$ cat config.mk
export PLATFORM = sky130hd
export DESIGN_NAME = lru_key_value_cache_unit
export DESIGN_NICKNAME = d
export VERILOG_FILES = /design/src/hdl/lkvc_pkg.sv /design/src/hdl/lkvc_store.sv /design/src/hdl/lru_key_value_cache_unit.sv
export SDC_FILE = /design/constraint.sdc
export NUM_CORES = 1
export LEC_CHECK = 0
export BUFFER_PORTS_ARGS = -buffer_cell sky130_fd_sc_hd__buf_2
export CORE_ASPECT_RATIO = 2
export CORE_MARGIN = 3
export CORE_UTILIZATION = 40
export CTS_BUF_LIST = sky130_fd_sc_hd__clkbuf_4 sky130_fd_sc_hd__clkbuf_8
export CTS_CLUSTER_DIAMETER = 120
export CTS_CLUSTER_SIZE = 20
export DETAILED_ROUTE_END_ITERATION = 10
export HOLD_SLACK_MARGIN = 0.05
export SKIP_CTS_REPAIR_TIMING = 1
export SYNTH_ARGS = -nofsm -noshare
export SYNTH_HDL_FRONTEND = slang
export SYNTH_SLANG_ARGS = --single-unit
$ cat constraint.sdc
create_clock -name clock -period 9.9 [get_ports clock]
set_input_delay 1.98 -clock clock [delete_from_list [all_inputs] [get_ports clock]]
set_output_delay 1.98 -clock clock [all_outputs]
set_load 0.02 [all_outputs]
$ cat src/hdl/lkvc_pkg.sv
// ----------------------------------------------------------------------------
// lkvc_pkg: shared definitions for the LRU key-value cache
// Field widths, command codes, reset values and the store control bundle.
// ----------------------------------------------------------------------------
package lkvc_pkg;

   // Default depth of the cache
   localparam int DEFAULT_MAX_ENTRIES = 16;

   // Payload widths
   localparam int KEY_W      = 32;
   localparam int VALUE_W    = 32;
   localparam int CAP_W      = 5;
   localparam int REQ_DATA_W = KEY_W + VALUE_W;
   localparam int RSP_DATA_W = VALUE_W;

   // Command codes carried in req_tuser
   localparam logic CMD_GET = 1'b0;
   localparam logic CMD_PUT = 1'b1;

   // Capacity register reset value
   localparam logic [CAP_W-1:0] CAP_RESET = 5'd16;

   // Value returned by a get that misses
   localparam logic [VALUE_W-1:0] MISS_VALUE = '1;

   // Strobes from the controller to the entry store
   typedef struct packed {
      logic rd_en;     // read key, value and rank at rd_addr
      logic kv_we;     // write key and value at kv_addr
      logic rank_we;   // write rank at rank_addr
   } store_ctrl_type;

endpackage

$ cat src/hdl/lkvc_store.sv
// ----------------------------------------------------------------------------
// lkvc_store: entry memories of the LRU key-value cache
// One memory holds key and value per entry, a second one the recency rank.
// Each has one write port and one read port with registered read data.
// ----------------------------------------------------------------------------
module lkvc_store #(
   parameter int MAX_ENTRIES = lkvc_pkg::DEFAULT_MAX_ENTRIES,
   parameter int IDX_W       = (MAX_ENTRIES > 1) ? $clog2(MAX_ENTRIES) : 1
) (
   input  logic                         clock,
   input  lkvc_pkg::store_ctrl_type     ctrl,
   input  logic [IDX_W-1:0]             rd_addr,
   input  logic [IDX_W-1:0]             kv_addr,
   input  logic [IDX_W-1:0]             rank_addr,
   input  logic [lkvc_pkg::KEY_W-1:0]   wr_key,
   input  logic [lkvc_pkg::VALUE_W-1:0] wr_value,
   input  logic [IDX_W-1:0]             wr_rank,
   output logic [lkvc_pkg::KEY_W-1:0]   rd_key,
   output logic [lkvc_pkg::VALUE_W-1:0] rd_value,
   output logic [IDX_W-1:0]             rd_rank
);
   import lkvc_pkg::*;

   logic [KEY_W+VALUE_W-1:0] kv_mem [MAX_ENTRIES];
   logic [IDX_W-1:0]         rank_mem [MAX_ENTRIES];
   logic [KEY_W+VALUE_W-1:0] kv_rd_ff;
   logic [IDX_W-1:0]         rank_rd_ff;

   // Key/value memory
   always_ff @(posedge clock) begin
      if (ctrl.kv_we) begin
         kv_mem[kv_addr] <= {wr_value, wr_key};
      end
      if (ctrl.rd_en) begin
         kv_rd_ff <= kv_mem[rd_addr];
      end
   end

   // Rank memory
   always_ff @(posedge clock) begin
      if (ctrl.rank_we) begin
         rank_mem[rank_addr] <= wr_rank;
      end
      if (ctrl.rd_en) begin
         rank_rd_ff <= rank_mem[rd_addr];
      end
   end

   assign rd_key   = kv_rd_ff[KEY_W-1:0];
   assign rd_value = kv_rd_ff[KEY_W+VALUE_W-1:KEY_W];
   assign rd_rank  = rank_rd_ff;

endmodule

$ cat src/hdl/lru_key_value_cache_unit.sv
// ----------------------------------------------------------------------------
// lru_key_value_cache_unit: fully associative key-value cache, LRU replacement
// Serves get and put requests; a get returns one response, a put none.
// ----------------------------------------------------------------------------
// Usage: the cache works on one request at a time. Each request sweeps the
// entry memories once to compare the key against every entry (one memory
// read per entry), then decides, and for a hit or a put sweeps the rank
// memory again to age the younger entries (one read-modify-write per
// entry), then returns to idle with ready high. The single read port of the
// entry memories makes each sweep go one entry at a time. A finished
// response waits in an output register, so the next request is taken while
// it is still pending; a get holds in the decide state for as long as the
// previous response has not yet left.
// Valid bits live in flip-flops, so no clearing pass follows reset.
// Capacity is to be changed through csr_we/csr_wdata only while the cache
// is idle; the cache itself does not enforce this.
module lru_key_value_cache_unit #(
   parameter int MAX_ENTRIES = lkvc_pkg::DEFAULT_MAX_ENTRIES
) (
   input  logic                            clock,
   input  logic                            reset,
   // capacity register
   input  logic                            csr_we,
   input  logic [lkvc_pkg::CAP_W-1:0]      csr_wdata,   // capacity_in_use
   // requests
   input  logic                            req_tvalid,
   output logic                            req_tready,
   input  logic [lkvc_pkg::REQ_DATA_W-1:0] req_tdata,   // key [31:0], value [63:32]
   input  logic                            req_tuser,   // cmd
   // responses
   output logic                            rsp_tvalid,
   input  logic                            rsp_tready,
   output logic [lkvc_pkg::RSP_DATA_W-1:0] rsp_tdata,   // read_value [31:0]
   output logic                            rsp_tuser    // found
);
   import lkvc_pkg::*;

   localparam int IDX_W = (MAX_ENTRIES > 1) ? $clog2(MAX_ENTRIES) : 1;
   localparam int CNT_W = $clog2(MAX_ENTRIES + 1);
   localparam int CMP_W = (CNT_W > CAP_W) ? CNT_W : CAP_W;
   localparam logic [CNT_W-1:0] LAST_CNT = CNT_W'(MAX_ENTRIES);
   localparam logic [CMP_W-1:0] MAX_CMP  = CMP_W'(MAX_ENTRIES);
   localparam logic [CMP_W-1:0] ONE_CMP  = CMP_W'(1);

   typedef enum logic [1:0] {
      ST_IDLE,
      ST_SCAN,
      ST_DECIDE,
      ST_TOUCH
   } state_type;

   state_type              state_ff;
   logic [CNT_W-1:0]       cnt_ff;
   logic [CAP_W-1:0]       cap_ff;
   logic [MAX_ENTRIES-1:0] valid_ff;
   logic [CNT_W-1:0]       used_ff;

   // request being served
   logic                   cmd_ff;
   logic [KEY_W-1:0]       key_ff;
   logic [VALUE_W-1:0]     value_ff;

   // scan results
   logic                   hit_ff;
   logic [IDX_W-1:0]       hit_slot_ff;
   logic [IDX_W-1:0]       hit_rank_ff;
   logic [VALUE_W-1:0]     hit_value_ff;
   logic                   free_found_ff;
   logic [IDX_W-1:0]       free_slot_ff;
   logic                   lru_found_ff;
   logic [IDX_W-1:0]       lru_slot_ff;
   logic [IDX_W-1:0]       lru_rank_ff;

   // touch target
   logic [IDX_W-1:0]       tgt_slot_ff;
   logic [IDX_W-1:0]       old_rank_ff;

   // response register
   logic                   rsp_valid_ff;
   logic                   rsp_found_ff;
   logic [VALUE_W-1:0]     rsp_value_ff;

   // store interface
   store_ctrl_type         st_ctrl;
   logic [IDX_W-1:0]       st_rd_addr;
   logic [IDX_W-1:0]       st_kv_addr;
   logic [IDX_W-1:0]       st_rank_wdata;
   logic [KEY_W-1:0]       st_rd_key;
   logic [VALUE_W-1:0]     st_rd_value;
   logic [IDX_W-1:0]       st_rd_rank;

   // derived control
   logic                   req_xfer;
   logic                   rsp_free;
   logic                   rsp_post;
   logic                   proc_active;
   logic [IDX_W-1:0]       proc_idx;
   logic                   proc_valid;
   logic [CMP_W-1:0]       cap_cmp;
   logic [CMP_W-1:0]       eff_cap;
   logic                   cache_full;
   logic                   put_hit;
   logic                   put_fill;
   logic                   put_evict;
   logic                   age_entry;

   assign req_tready = (state_ff == ST_IDLE);
   assign req_xfer   = req_tvalid && req_tready;
   assign rsp_free   = !rsp_valid_ff || rsp_tready;
   // a get loads the response register in this cycle
   assign rsp_post   = (state_ff == ST_DECIDE) && (cmd_ff == CMD_GET) && rsp_free;

   // entry whose memory data is on the read outputs this cycle
   assign proc_active = (cnt_ff != '0);
   assign proc_idx    = IDX_W'(cnt_ff - CNT_W'(1));
   assign proc_valid  = valid_ff[proc_idx];

   // capacity clamped to 1..MAX_ENTRIES
   assign cap_cmp    = CMP_W'(cap_ff);
   assign eff_cap    = (cap_cmp == '0) ? ONE_CMP : ((cap_cmp > MAX_CMP) ? MAX_CMP : cap_cmp);
   assign cache_full = (CMP_W'(used_ff) >= eff_cap);

   // put outcome, valid in ST_DECIDE
   assign put_hit   = (cmd_ff == CMD_PUT) && hit_ff;
   assign put_fill  = (cmd_ff == CMD_PUT) && !hit_ff && !cache_full && free_found_ff;
   assign put_evict = (cmd_ff == CMD_PUT) && !hit_ff && cache_full && lru_found_ff;

   // entry ages when it is younger than the touched one
   assign age_entry = proc_valid && (st_rd_rank < old_rank_ff);

   // memory strobes and addresses
   always_comb begin
      st_ctrl.rd_en   = ((state_ff == ST_SCAN) || (state_ff == ST_TOUCH)) && (cnt_ff < LAST_CNT);
      st_ctrl.kv_we   = (state_ff == ST_DECIDE) && (put_hit || put_fill || put_evict);
      st_ctrl.rank_we = (state_ff == ST_TOUCH) && proc_active &&
                        ((proc_idx == tgt_slot_ff) || age_entry);
      st_rd_addr      = cnt_ff[IDX_W-1:0];
      st_kv_addr      = put_hit ? hit_slot_ff : (put_fill ? free_slot_ff : lru_slot_ff);
      st_rank_wdata   = (proc_idx == tgt_slot_ff) ? '0 : (st_rd_rank + IDX_W'(1));
   end

   lkvc_store #(
      .MAX_ENTRIES (MAX_ENTRIES),
      .IDX_W       (IDX_W)
   ) u_store (
      .clock     (clock),
      .ctrl      (st_ctrl),
      .rd_addr   (st_rd_addr),
      .kv_addr   (st_kv_addr),
      .rank_addr (proc_idx),
      .wr_key    (key_ff),
      .wr_value  (value_ff),
      .wr_rank   (st_rank_wdata),
      .rd_key    (st_rd_key),
      .rd_value  (st_rd_value),
      .rd_rank   (st_rd_rank)
   );

   // capacity register
   always_ff @(posedge clock) begin
      if (reset) begin
         cap_ff <= CAP_RESET;
      end else if (csr_we) begin
         cap_ff <= csr_wdata;
      end
   end

   // controller and response register
   always_ff @(posedge clock) begin
      if (reset) begin
         state_ff      <= ST_IDLE;
         cnt_ff        <= '0;
         valid_ff      <= '0;
         used_ff       <= '0;
         rsp_valid_ff  <= 1'b0;
         hit_ff        <= 1'b0;
         free_found_ff <= 1'b0;
         lru_found_ff  <= 1'b0;
      end else begin
         if (rsp_valid_ff && rsp_tready && !rsp_post) begin
            rsp_valid_ff <= 1'b0;
         end

         unique case (state_ff)
            ST_IDLE: begin
               if (req_xfer) begin
                  cmd_ff        <= req_tuser;
                  key_ff        <= req_tdata[KEY_W-1:0];
                  value_ff      <= req_tdata[REQ_DATA_W-1:KEY_W];
                  hit_ff        <= 1'b0;
                  free_found_ff <= 1'b0;
                  lru_found_ff  <= 1'b0;
                  cnt_ff        <= '0;
                  state_ff      <= ST_SCAN;
               end
            end

            // compare every entry against the key, track a free and the oldest slot
            ST_SCAN: begin
               if (proc_active) begin
                  if (proc_valid && (st_rd_key == key_ff) && !hit_ff) begin
                     hit_ff       <= 1'b1;
                     hit_slot_ff  <= proc_idx;
                     hit_rank_ff  <= st_rd_rank;
                     hit_value_ff <= st_rd_value;
                  end
                  if (!proc_valid && !free_found_ff) begin
                     free_found_ff <= 1'b1;
                     free_slot_ff  <= proc_idx;
                  end
                  if (proc_valid && (!lru_found_ff || (st_rd_rank > lru_rank_ff))) begin
                     lru_found_ff <= 1'b1;
                     lru_slot_ff  <= proc_idx;
                     lru_rank_ff  <= st_rd_rank;
                  end
               end
               if (cnt_ff == LAST_CNT) begin
                  state_ff <= ST_DECIDE;
               end else begin
                  cnt_ff <= cnt_ff + CNT_W'(1);
               end
            end

            // pick the target slot; gets post their response here
            ST_DECIDE: begin
               cnt_ff <= '0;
               if (cmd_ff == CMD_GET) begin
                  if (rsp_free) begin
                     rsp_valid_ff <= 1'b1;
                     rsp_found_ff <= hit_ff;
                     rsp_value_ff <= hit_ff ? hit_value_ff : MISS_VALUE;
                     tgt_slot_ff  <= hit_slot_ff;
                     old_rank_ff  <= hit_rank_ff;
                     state_ff     <= hit_ff ? ST_TOUCH : ST_IDLE;
                  end
               end else if (put_hit) begin
                  tgt_slot_ff <= hit_slot_ff;
                  old_rank_ff <= hit_rank_ff;
                  state_ff    <= ST_TOUCH;
               end else if (put_fill) begin
                  tgt_slot_ff            <= free_slot_ff;
                  old_rank_ff            <= IDX_W'(used_ff);
                  valid_ff[free_slot_ff] <= 1'b1;
                  used_ff                <= used_ff + CNT_W'(1);
                  state_ff               <= ST_TOUCH;
               end else if (put_evict) begin
                  tgt_slot_ff <= lru_slot_ff;
                  old_rank_ff <= lru_rank_ff;
                  state_ff    <= ST_TOUCH;
               end else begin
                  state_ff <= ST_IDLE;
               end
            end

            // rank update sweep, writes happen through the store strobes
            ST_TOUCH: begin
               if (cnt_ff == LAST_CNT) begin
                  state_ff <= ST_IDLE;
               end else begin
                  cnt_ff <= cnt_ff + CNT_W'(1);
               end
            end

            default: begin
               state_ff <= ST_IDLE;
            end
         endcase
      end
   end

   assign rsp_tvalid = rsp_valid_ff;
   assign rsp_tdata  = rsp_value_ff;
   assign rsp_tuser  = rsp_found_ff;

   // entry count matches the valid bits
   a_used_matches_valid: assert property (@(posedge clock) disable iff (reset)
      $countones(valid_ff) == int'(used_ff))
      else $error("entry count differs from number of valid entries");

   // never more entries than slots
   a_used_bounded: assert property (@(posedge clock) disable iff (reset)
      int'(used_ff) <= MAX_ENTRIES)
      else $error("entry count above depth");

   // a fill always finds a free slot
   a_fill_has_slot: assert property (@(posedge clock) disable iff (reset)
      (state_ff == ST_DECIDE) && (cmd_ff == CMD_PUT) && !hit_ff && !cache_full
      |-> free_found_ff)
      else $error("fill without free slot");

   // an accepted request starts a key scan from entry zero
   a_xfer_starts_scan: assert property (@(posedge clock) disable iff (reset)
      req_xfer |=> (state_ff == ST_SCAN) && (cnt_ff == '0))
      else $error("request transfer did not start a scan");

   // a miss response always carries the miss value
   a_miss_value: assert property (@(posedge clock) disable iff (reset)
      rsp_valid_ff && !rsp_found_ff |-> (rsp_value_ff == MISS_VALUE))
      else $error("miss response with stored value");

endmodule

======== Word level (Yosys, flattened, before mapping) ========
Memories as Yosys holds them, arrays and structs flattened. A register that Yosys moved wholly into a read port is not among the register bits.
Index checks and enable logic that the tools add are counted.
cells by class
  $add $sub $neg .......................... 4
  mux-type cells .......................... 50
  bitwise gates (word level) .............. 4
  magnitude comparators ................... 8
  reductions and logical operators ........ 52
  eq/ne operators ......................... 16
operators by type and width
  kind                 number
  $mux 4               13
  $reduce_and 4->1     10
  $eq 32x32->1         1
  $logic_and 1x1->1    21
  $mux 5               4
  $mux 2               9
  $mux 1               17
  $or 16x16->16        1
  $pmux 5 s3           1
  $ne 2x1->1 const B   6
  $add 5x1->5 const B  2
  $lt 4x5->1 const B   2
  $pmux 2 s4           1
  $logic_not 1->1      7
  $logic_or 1x1->1     6
  $pmux 1 s2           3
  $eq 5x5->1 const B   1
  $ge 5x5->1           1
  $gt 5x5->1 const B   1
  $logic_not 5->1      1
  $lt 5x5->1 const B   1
  $reduce_bool 5->1    1
  $add 4x1->4 const B  1
  $bmux 1 s4           1
  other kinds (17)     22
storage, ports and cells
  output and inout bits ................... 35
  memories kept ........................... 2
  bits in registers ....................... 195
  memory bits (writable) .................. 1088
memory list
  name              words  bits a word  read ports  clocked after memory_dff  wr ports  RTL line          text
  u_store.kv_mem    16     64           1           1                         1         lkvc_store.sv:24  logic [KEY_W+VALUE_W-1:0] kv_mem [MAX_ENTRIES];
  u_store.rank_mem  16     4            1           1                         1         lkvc_store.sv:25  logic [IDX_W-1:0] rank_mem [MAX_ENTRIES];

======== Longest topological paths before layout ========
  depth after elaboration ................. 12
  depth in mapped cells ................... 12

======== Hierarchy ========
Synthesis repeated with hierarchy kept, for this count alone.
second synthesis, totals
  cells, all modules ...................... 2296
  area, all modules ....................... 50539.7 µm²
by module, submodules not included
  module                    area an instance (µm²)  cells an instance  times used
  lkvc_store                42773.5                 1773               1
  lru_key_value_cache_unit  7766.2                  523                1

======== Worst setup path before layout ========
OpenSTA, ideal clock, no wires.
  kind .................................... register to register
  start point ............................. reg cap_ff[1], in the netlist cap_cmp[1]
  end point ............................... mem u_store.kv_mem[11][0] (netlist bit) (enable)
  arrival ................................. 8.125 ns
  data required time ...................... 9.256 ns
  stages on the path, launching flop included .. 12
  setup time .............................. 0.644 ns
  path slack .............................. 1.132 ns
  path buffers ............................ 1
  cells stage by stage .................... dfxtp_1 -> nor3_1 -> nor2_1 -> nor2_1 -> ha_1 -> nand2b_1 -> a31oi_1 -> o2111a_1 -> buf_2 -> mux2i_1 -> a21oi_1 -> nor4_1
between the ends
  longest elaborated chain between the ends .. 12
  elaborated cells on any way between the ends .. 17
ends and longest elaborated chain
  what                             RTL line                         text
  from (decl)                      lru_key_value_cache_unit.sv:54   logic [CAP_W-1:0] cap_ff;
  from (signal assigned)           lru_key_value_cache_unit.sv:164  cap_ff <= csr_wdata;
  $gt 5x5->1                       lru_key_value_cache_unit.sv:120  assign eff_cap = (cap_cmp == '0) ? ONE_CMP : ((cap_cmp > MAX_CMP) ? MAX_CMP : cap_cmp);
  $mux 5                           lru_key_value_cache_unit.sv:120
  $mux 5 *                         lru_key_value_cache_unit.sv:120
  $ge 5x5->1 *                     lru_key_value_cache_unit.sv:121  assign cache_full = (CMP_W'(used_ff) >= eff_cap);
  $logic_not 1->1                  lru_key_value_cache_unit.sv:125  assign put_fill = (cmd_ff == CMD_PUT) && !hit_ff && !cache_full && free_found_ff;
  $logic_and 1x1->1 (2 in series)  lru_key_value_cache_unit.sv:125
  $logic_or 1x1->1 (2 in series)   lru_key_value_cache_unit.sv:134  st_ctrl.kv_we = (state_ff == ST_DECIDE) && (put_hit || put_fill || put_evict);
  $logic_and 1x1->1                lru_key_value_cache_unit.sv:134
  $mux 1                           lkvc_store.sv:31                 if (ctrl.kv_we) begin
  $mux 1 (not written as such)     lkvc_store.sv:32                 kv_mem[kv_addr] <= {wr_value, wr_key};
  to (decl)                        lkvc_store.sv:24
Every way passes the cells marked *; elsewhere a longest branch is shown, timed or not.

======== Final worst setup path ========
  start point ............................. reg cap_ff[1], in the netlist cap_cmp[1]
  end point ............................... mem u_store.kv_mem[13][49] (netlist bit) (enable)
The elaborated chain is that of the path after synthesis.

==> impl_metrics.json <==
{
  "status": "complete, no violations",
  "cts_tree": "yes",
  "drive_gt1_share_pct": 27.1,
  "final-hold-violation-count": 0,
  "synthFlopType": "edfxtp_1",
  "core_mm2": 0.126,
  "yosysTopAreaCell": "edfxtp_1",
  "yosys.cell_types.count": 52,
  "dr.pass1.iters": 5,
  "synth_edf_count": 1314,
  "required_ns": 10.29,
  "worst_pin_slew_ns": 1.24,
  "syn_area_mm2": 0.0508,
  "rows": 184,
  "synthTopCellsByCount": "edfxtp_1, mux4_2, nor2_1, clkbuf_1, nand2b_1",
  "antenna_found_initial": 5,
  "min_period_ns": 4.94,
  "yosysWarnings": 0,
  "htree_levels": 3,
  "tns_ns": 0,
  "worst_setup_path_end_kind": "register",
  "routabilityCongestion": 0.799,
  "path_clk_slew_ns": 0.13,
  "setup_viol": 0,
  "clockRootBuffer": "clkbuf_8",
  "overflow": 0,
  "drt_iter0_drc": 2330,
  "viasPerCell": 5.55,
  "die_w_um": 258,
  "maxCapViolCount": 0,
  "grt_pass1_wl_um": 165000,
  "grt_setup_unrepaired": "false",
  "syn_inst": 2174,
  "synth_nets": 2269,
  "area_delta_synth_final_pct": 7.88,
  "p_sw_share_pct": 20.6,
  "final.period_utilization_pct": 49.9,
  "ios": 110,
  "ys_ff_latch": 1351,
  "worstPathArrival_ns": 5.34,
  "pwr-share-comb_pct": 3.5,
  "die_area_mm2": 0.132,
  "finalMaxSlewViolations": 0,
  "hold_path.class": "reg -> reg",
  "postRouteAntennaNets": 0,
  "power.density_mw_per_mm2": 166,
  "fin_nets": 2410,
  "worst-path-max-fanout": 44,
  "synthArstFlopShare_pct": 0,
  "port_buffers": 109,
  "p_clk_share_pct": 26.7,
  "max_clock_freq_mhz": 202,
  "synth.most_common_cell": "edfxtp_1",
  "ys_seq_area_share_pct": 79.1,
  "clk_latency_ns": 0.81,
  "power_leakage_nw": 16.1,
  "grt_max_degree": 112,
  "fp.dieH_um": 510,
  "wl_um": 112000,
  "grt_pass1_vias": 24079,
  "start_util_pct": 40.4,
  "crit_type": "reg -> reg",
  "clock-skew-final_ns": 0.0646,
  "cpPeakStageDelay_ns": 0.85,
  "cpMaxStageDelayCell": "nor2_4",
  "power_w": 0.00908,
  "switchingPower_w": 0.00187,
  "max-vdd-ir-drop_uv": 99.4,
  "cts_made_buffers": 77,
  "wl_per_cell_um": 27.9,
  "syn_avg_cell_area_um2": 23.4,
  "path_common_cell": "nor2_1",
  "relSlewSlack_pct": 17.2,
  "critPathLaunchType": "register",
  "synthTopCellsByArea": "edfxtp_1, mux4_2, dfxtp_1",
  "vias": 22235,
  "synth_top_area_share_pct": 77.6,
  "cts_sinks": 1351,
  "crit_chain": "nor3_1 -> nor2_1 -> nor2_1 -> ha_1 -> nand2b_1 -> a31oi_1 -> o2111a_1 -> mux2i_1 -> a32oi_1 -> nor2_4 -> buf_4",
  "drc": 0,
  "sequentialPowerShare_pct": 69.7,
  "grt.total_usage_pct": 17.1,
  "dp_hpwl_um": 61100,
  "p_int_w": 0.00721,
  "clk_path_buf_depth": 3
}
[power by group through the flow]
stage,Combinational [W],Sequential [W],Clock [W]
finish,0.000322,0.00633,0.00243
global route,0.000349,0.00634,0.00272
CTS,0.000332,0.00633,0.00254
detailed placement,0.000331,0.00646,0
global placement,0.000327,0.00646,0
floorplan,0.000233,0.00644,0
[cell usage in the layout (no fill, tap or decap), types with 3 or more instances in the layout]
cell,count
nor2_4,9
and3_1,4
mux2i_1,11
ha_1,20
nor3_1,8
dfxtp_1,32
xor2_1,10
o21ai_1,4
a21oi_1,23
diode_2,3
nand3_1,5
o21ai_0,7
edfxtp_1,1314
nor4_2,8
a221o_1,4
clkbuf_8,78
nor3b_1,3
a32oi_1,3
xnor2_1,36
o211ai_1,3
and2_1,3
clkbuf_4,11
mux4_2,346
nand2_1,26
inv_1,19
nand2b_1,44
buf_2,109
a31oi_1,9
dfxtp_4,4
nor2_1,64
nor2b_1,9
nand4_1,14
buf_4,49
[layer usage]
layer / wire (µm) / global-route usage (%)
met5: 26 / 0
met1: 43300 / 21.3
met3: 5200 / 2.40
met2: 60400 / 31.0
met4: 2790 / 4.93
[final timing paths]
| check | start | to | slack [ns] | cells past startpoint |
|---|---|---|---|---|
| setup / recovery | cap_cmp[1]$_SDFFE_PP0P_ | u_store.kv_mem[13][49]$_DFFE_PP_ | 4.96 | 11 |
| hold / removal | u_store.kv_rd_ff[49]$_DFFE_PP_ | hit_value_ff[17]$_DFFE_PP_ | 0.41 | 0 |
| setup reg to reg | cap_cmp[1]$_SDFFE_PP0P_ | u_store.kv_mem[13][49]$_DFFE_PP_ | 4.96 | 11 |
| hold reg to reg | u_store.kv_rd_ff[49]$_DFFE_PP_ | hit_value_ff[17]$_DFFE_PP_ | 0.41 | 0 |
[flip-flops by register name, indices dropped and copies added (netlist names), 2 cells and up]
name and flops:
u_store.kv_mem 1024, key_ff 32, lru_slot_ff 4, valid_ff 16
cap_cmp 5, u_store.rd_rank 4, cnt_ff 5, u_store.rank_mem 64
tgt_slot_ff 4, used_ff 5, hit_rank_ff 4, free_slot_ff 4
state_ff 2, rsp_tdata 32, hit_value_ff 32, u_store.kv_rd_ff 64
value_ff 32, old_rank_ff 4, lru_rank_ff 4, hit_slot_ff 4
[layout make-up]
class | count | area [µm²]
fillers | 10541 | 71100
inverters | 19 | 71.3
well taps | 1674 | 2090
repair buffers | 159 | 933
diodes | 3 | 7.51
clock buffers | 89 | 1160
multi-input cells | 707 | 10300
clock inverters | 7 | 71.3
flip-flops and latches | 1351 | 40200
[cells by family (layout without fill, tap and decap cells)]
kind of cell | count (synthesis) | after routing | share of synthesized area [%]
flops | 1351 | 1351 | 79.1
mux | 360 | 360 | 15.6
simple gates | 210 | 210 | 2.11
buf+inv | 116 | 274 | 0.940
compound gates | 69 | 69 | 0.884
xor+xnor | 48 | 48 | 0.869
fa+ha+maj | 20 | 20 | 0.492
other cells | 0 | 3 | 0
[critical path: cells and delay by family (launching register included)]
kind,cells,cell delay [ns]
compound gates,3,1.42
simple gates,5,1.38
buf+inv,1,0.84
flops,1,0.35
mux,1,0.26
fa+ha+maj,1,0.23
[metrics by stage]
step | worst slack, ns | util (%) | hold WS [ns] | std cells | instance area [µm²]
3_3_place_gp | 4.88 | 42.6 | 0.407 | 3910 | 53600
5_1_grt | 4.71 | 43.5 | 0.434 | 4007 | 54800
6_report | 4.96 | 43.5 | 0.408 | 4009 | 54800
4_1_cts | 4.94 | 43.5 | 0.411 | 4006 | 54800
3_5_place_dp | 4.96 | 42.6 | 0.405 | 3910 | 53600
2_1_floorplan | 1.13 | - | 0.400 | 2174 | 50800
Power figures use the tool's default switching activity.
